**src/hdl/pwt_modred.sv**
```systemverilog
`default_nettype none
// Serial restoring remainder: a mod m, one quotient bit a cycle.
// Dividend is 2*W bits, the divisor W bits.
module pwt_modred #(
    parameter int W = 32
) (
    input  wire logic             i_clk,
    input  wire logic             i_rst_n,
    input  wire logic             i_start,
    input  wire logic [2*W-1:0]   i_dividend,
    input  wire logic [W-1:0]     i_divisor,
    output logic                  o_done,
    output logic [W-1:0]          o_rem
);
    localparam int CW = $clog2(2*W+1);

    logic [2*W-1:0] r_num;
    logic [W:0]     r_rem;
    logic [W-1:0]   r_div;
    logic [CW-1:0]  r_cnt;
    logic           r_busy;
    logic           r_done;
    logic [W+1:0]   n_shift;
    logic [W+1:0]   n_diff;

    // one shift and trial subtract per cycle
    always_comb begin
        n_shift = {r_rem, r_num[2*W-1]};
        n_diff  = n_shift - {2'b00, r_div};
    end

    always_ff @(posedge i_clk) begin
        if (!i_rst_n) begin
            r_busy <= 1'b0;
            r_done <= 1'b0;
            r_cnt  <= '0;
        end else begin
            r_done <= 1'b0;
            if (i_start) begin
                r_busy <= 1'b1;
                r_cnt  <= CW'(2*W);
                r_num  <= i_dividend;
                r_div  <= i_divisor;
                r_rem  <= '0;
            end else if (r_busy) begin
                r_num <= {r_num[2*W-2:0], 1'b0};
                if (!n_diff[W+1]) r_rem <= n_diff[W:0];
                else              r_rem <= n_shift[W:0];
                r_cnt <= r_cnt - 1'b1;
                if (r_cnt == CW'(1)) begin
                    r_busy <= 1'b0;
                    r_done <= 1'b1;
                end
            end
        end
    end

    assign o_done = r_done;
    assign o_rem  = r_rem[W-1:0];
endmodule
`default_nettype wire
```
**config.mk**
```make
export PLATFORM = sky130hd
export DESIGN_NAME = pwt_modred
export DESIGN_NICKNAME = d
export VERILOG_FILES = /design/src/hdl/pwt_modred.sv
export SDC_FILE = /design/constraint.sdc
export NUM_CORES = 1
export LEC_CHECK = 0
export BUFFER_PORTS_ARGS = -buffer_cell sky130_fd_sc_hd__buf_2
export CAP_MARGIN = 20
export CORE_UTILIZATION = 40
export DETAILED_ROUTE_END_ITERATION = 16
export SLEW_MARGIN = 5
export SYNTH_ARGS = -nofsm -noshare
export SYNTH_HDL_FRONTEND = slang
export SYNTH_SLANG_ARGS = --single-unit
```
**constraint.sdc**
```tcl
create_clock -name i_clk -period 4.2 [get_ports i_clk]
set_clock_uncertainty 0.15 [all_clocks]
set_input_delay 0.21 -clock i_clk [delete_from_list [all_inputs] [get_ports i_clk]]
set_output_delay 0.21 -clock i_clk [all_outputs]
set_load 0.05 [all_outputs]
```
---- Word-level counts from Yosys, hierarchy flattened ----
Index checks and enable logic that the tools add are counted.
word-level totals
  word-level logic and storage cells ...... 27
  bits in registers ....................... 138
  input port bits ......................... 99
  output and inout port bits .............. 33
operators by class
  reduce and logical (&&, ||, !) cells .... 5
  eq/ne operators ......................... 1
  bitwise operators ....................... 2
  add/sub/neg operators ................... 2
  mux-type cells .......................... 10
operators by type and width
  operator                                              count
  2-to-1 mux 64 bit                                     2
  2-to-1 mux 33 bit                                     2
  subtractor 34 x 32 -> 34 bit                          1
  2-to-1 mux 7 bit                                      2
  equality test 7 x 1 -> 1 bit (second input constant)  1
  subtractor 7 x 1 -> 7 bit (second input constant)     1
  2-to-1 mux 1 bit                                      4
  AND reduction 2 bit                                   2
  OR reduction 3 bit                                    1
  inverter 1 bit                                        2
  nonzero test 2 bit                                    1
  OR reduction 2 bit                                    1

---- Longest topological paths before layout ----
  depth after elaboration ................. 4
  depth in mapped cells ................... 13

---- Worst setup path before layout ----
Ideal clock, no wire load.
  path type ............................... input -> register
  start point ............................. input port i_start
  end point ............................... register r_busy
  slack ................................... 585 ps
  arrival time ............................ 3397 ps
  required time ........................... 3982 ps
  buffers on the path ..................... 2
  stages .................................. 4
  cells stage by stage .................... clkbuf_1 clkbuf_1 o21a_1 o41a_1
between the ends
  cells in the longest elaborated chain, start to end .. 1
RTL lines
  item                  RTL line  RTL
  start, declared       9         input wire logic i_start,
  2-to-1 mux 1 bit      39        if (i_start) begin
  end signal, assigned  34        r_busy <= 1'b0;
  end signal, assigned  40        r_busy <= 1'b1;
  end signal, assigned  51        r_busy <= 1'b0;
  end, declared         21        logic r_busy;
No other way between the ends.
A chain may end at the register's enable or synchronous reset.

---- Worst setup path after layout ----
  start point ............................. register r_rem[9]
  end point ............................... register r_rem[16] (data pin)
between the ends
  cells in the longest elaborated chain, start to end .. 3
RTL lines
  item                          RTL line  RTL
  start, declared               18        logic [W:0] r_rem;
  start signal, assigned        47        if (!n_diff[W+1]) r_rem <= n_diff[W:0];
  start signal, assigned        48        else r_rem <= n_shift[W:0];
  subtractor 34 x 32 -> 34 bit  29        n_diff = n_shift - {2'b00, r_div};
  2-to-1 mux 33 bit             47
  2-to-1 mux 33 bit             45        end else if (r_busy) begin
No other way between the ends. The select of a mux whose other input is x is not followed.

==> flow_summary.json <==
{
  "die-area_um2": 20000,
  "detail-route-antenna-nets": 0,
  "gp_congestion": 0.873,
  "rsz0062_at_grt": "no",
  "cp.arrival_ns": 3.60,
  "grt_pass1_vias": 5882,
  "synth.distinct_cells": 67,
  "tightest_slew_ns": 0.852,
  "crit_type": "flip-flop to flip-flop",
  "critPathLaunch": "r_rem[9]",
  "drt-total-wl_mm": 17.5,
  "fin_cells": 1141,
  "ys_ff_latch": 138,
  "diodes": 0,
  "setup_viol": 0,
  "finalCriticalPeriod_ns": 3.58,
  "fin_crit_sh_pct": 85.1,
  "port_buffers": 131,
  "r2r_cells": 10,
  "synth_flop_cell": "edfxtp_1",
  "crit_fanout": 23,
  "nFillCells": 1663,
  "cpPeakStageDelay_ns": 0.62,
  "nNetsFinal": 1002,
  "ir_drop_v": 0.000282,
  "cts_tree": "yes",
  "fmax_mhz": 280,
  "gr-total-overflow": 0,
  "seq_area_frac_synth_pct": 52.0,
  "dr.first_iter.drc_count": 300,
  "reg2reg_slack_ns": 0.62,
  "cts_buffer_depth": 2,
  "tns_ns": 0,
  "cts.sinks": 138,
  "final_cell_mix": "buf_2 (130), edfxtp_1 (129), dlygate4sd3_1 (97), mux2_2 (64), nand2_1 (61)",
  "via_per_inst": 5.07,
  "antenna_found_initial": 0,
  "reg2reg_to": "r_rem[16]",
  "worstSetupStartpointType": "flip-flop",
  "path_cells": "ha_1, a21oi_2, o21ai_1, a21oi_1, nand3_1, o2111a_1, a211o_1, buf_4, and3_1, a41o_1",
  "wl_per_cell_um": 15.4,
  "cts_buffers": 17,
  "num_rows": 50,
  "cts-root-buf": "clkbuf_16",
  "max_slew_margin_pct": 43.2,
  "drv_slew": 0,
  "multi_input_area_um2": 3170,
  "worstSkewPairLatency_ns": 0.43,
  "place_hpwl_mm": 11.6,
  "required_ns": 4.23,
  "synth_area_per_cell_um2": 11.5,
  "grt_use_total_pct": 18.4,
  "end_kind": "flip-flop",
  "power_density_nw_per_um2": 416,
  "placed_area_um2": 8440,
  "leakage_nw": 3.98,
  "final_common_cell": "buf_2",
  "final_area_um2": 9960,
  "r2r_start": "r_rem[9]",
  "drive_gt1_share_pct": 27.9,
  "drc_errors": 0,
  "whs_ns": 0.176,
  "first_pass_iters": 5,
  "place_inst": 1012,
  "seq_area_um2": 4050,
  "cts_resized": 0,
  "clk_pin_slew_ns": 0.06,
  "die_w_um": 142,
  "start_util_pct": 41.2,
  "hold_viol": 0,
  "vias": 5787,
  "critical_path_depth": 10,
  "cp-endpoint": "r_rem[16]",
  "yosysWarnings": 0,
  "cp_slowest_cell": "a211o_1",
  "die_y_um": 142,
  "async_flop_share_pct": 0,
  "crit_buf_inv": 1,
  "io_pins": 132,
  "syn_to_final_growth_pct": 27.9,
  "syn_area_um2": 7790,
  "syn_nets": 812,
  "status": "complete, no violations",
  "synth_edf_count": 129,
  "holdCritPathClass": "primary input to flip-flop",
  "cap_violations": 0,
  "grt_max_degree": 64,
  "grt_pass1_wl_mm": 28.8,
  "worst_path_dominant_cell_family": "compound AO/OA/AOI/OAI gates",
  "synthCells": 678,
  "coreArea_um2": 18900,
  "cts_htree_levels": 4
}
-- how the worst min path moves through the flow --
stage / startpoint / endpoint / cells past startpoint
after global placement: i_divisor[15] / r_div[15] / 1
final: i_start / r_rem[1] / 2
after CTS: i_start / r_rem[14] / 2
after global routing: i_start / r_rem[7] / 2
after floorplan: i_divisor[0] / r_div[0] / 0
after detailed placement: i_divisor[12] / r_div[12] / 1
-- per-stage QoR --
step                      worst slack (ns)  power, mW  util [%]
after detailed placement             0.695       2.67      44.7
after global placement               0.744       2.65      44.7
after CTS                            0.647       4.18      52.7
after floorplan                      0.585       2.48         -
after global routing                 0.373       4.35      52.7
final                                0.625       4.14      52.7
-- what timing repair did --
action / CTS / global route
hold buffers: 97 / 0
endpoints found under the hold margin: 98 / 0
endpoints found under the setup margin: 0 / 0
buffers inserted: 0 / 0
-- area by class of cell --
| cell class | count | area share (%) |
|---|---|---|
| Sequential cell | 138 | 40.7 |
| Clock buffer | 17 | 4.27 |
| Multi-Input combinational cell | 431 | 31.9 |
| Clock inverter | 15 | 1.29 |
| Inverter | 44 | 1.66 |
| Tap cell | 260 | 3.27 |
| Timing Repair Buffer | 236 | 17.0 |
-- Yosys cell counts (all sizes together), types with 9 or more instances --
cell | n | area (µm²)
inv | 43 | 161
o21ai | 22 | 114
edfxtp | 129 | 3870
a21oi | 53 | 277
dfxtp | 9 | 180
nor2 | 27 | 101
buf | 53 | 365
clkbuf | 12 | 45.0
ha | 34 | 425
nand3 | 16 | 80.1
mux2 | 65 | 732
xnor2 | 13 | 114
nand4 | 9 | 62.6
nand2 | 62 | 235
-- metal layers --
layer	global-route usage (%)	share of wire, %
met1	22.5	44
met2	30.9	48
met3	5.43	6.6
met4	6.17	1.4
met5	0	0
-- power breakdown --
group          internal, mW  switching (mW)  leakage, nW
clock network         0.778           0.653        0.272
registers              1.64          0.0525         1.31
logic                 0.418           0.599         2.40
total                  2.84            1.30         3.98
-- sequential cells by signal, indices dropped and copies added (netlist names) --
name,flops
o_done,1
r_num,64
r_div,32
r_cnt,7
r_rem,33
r_busy,1
-- kinds of logic (layout without fill, tap and decap cells) --
group | Yosys count | count (layout) | share of synthesized area (%)
and+or+nand+nor | 165 | 165 | 10.6
xor gates and xnor gates | 20 | 20 | 2.25
muxes | 66 | 66 | 9.53
adders and majority gates | 35 | 35 | 5.72
AOI/OAI and AO/OA | 145 | 145 | 12.5
buffers and inverters | 109 | 312 | 7.39
DFF | 138 | 138 | 52.0
-- worst register-to-register path, delay by kind of cell, from the launching register on --
family	cells	cell delay, ns
AO/OA/AOI/OAI	6	1.64
adder cells (fa/ha/maj)	1	0.43
flip-flops	1	0.41
AND/OR/NAND/NOR	2	0.36
buffers and inverters	1	0.34
Power figures use the tool's default switching activity.
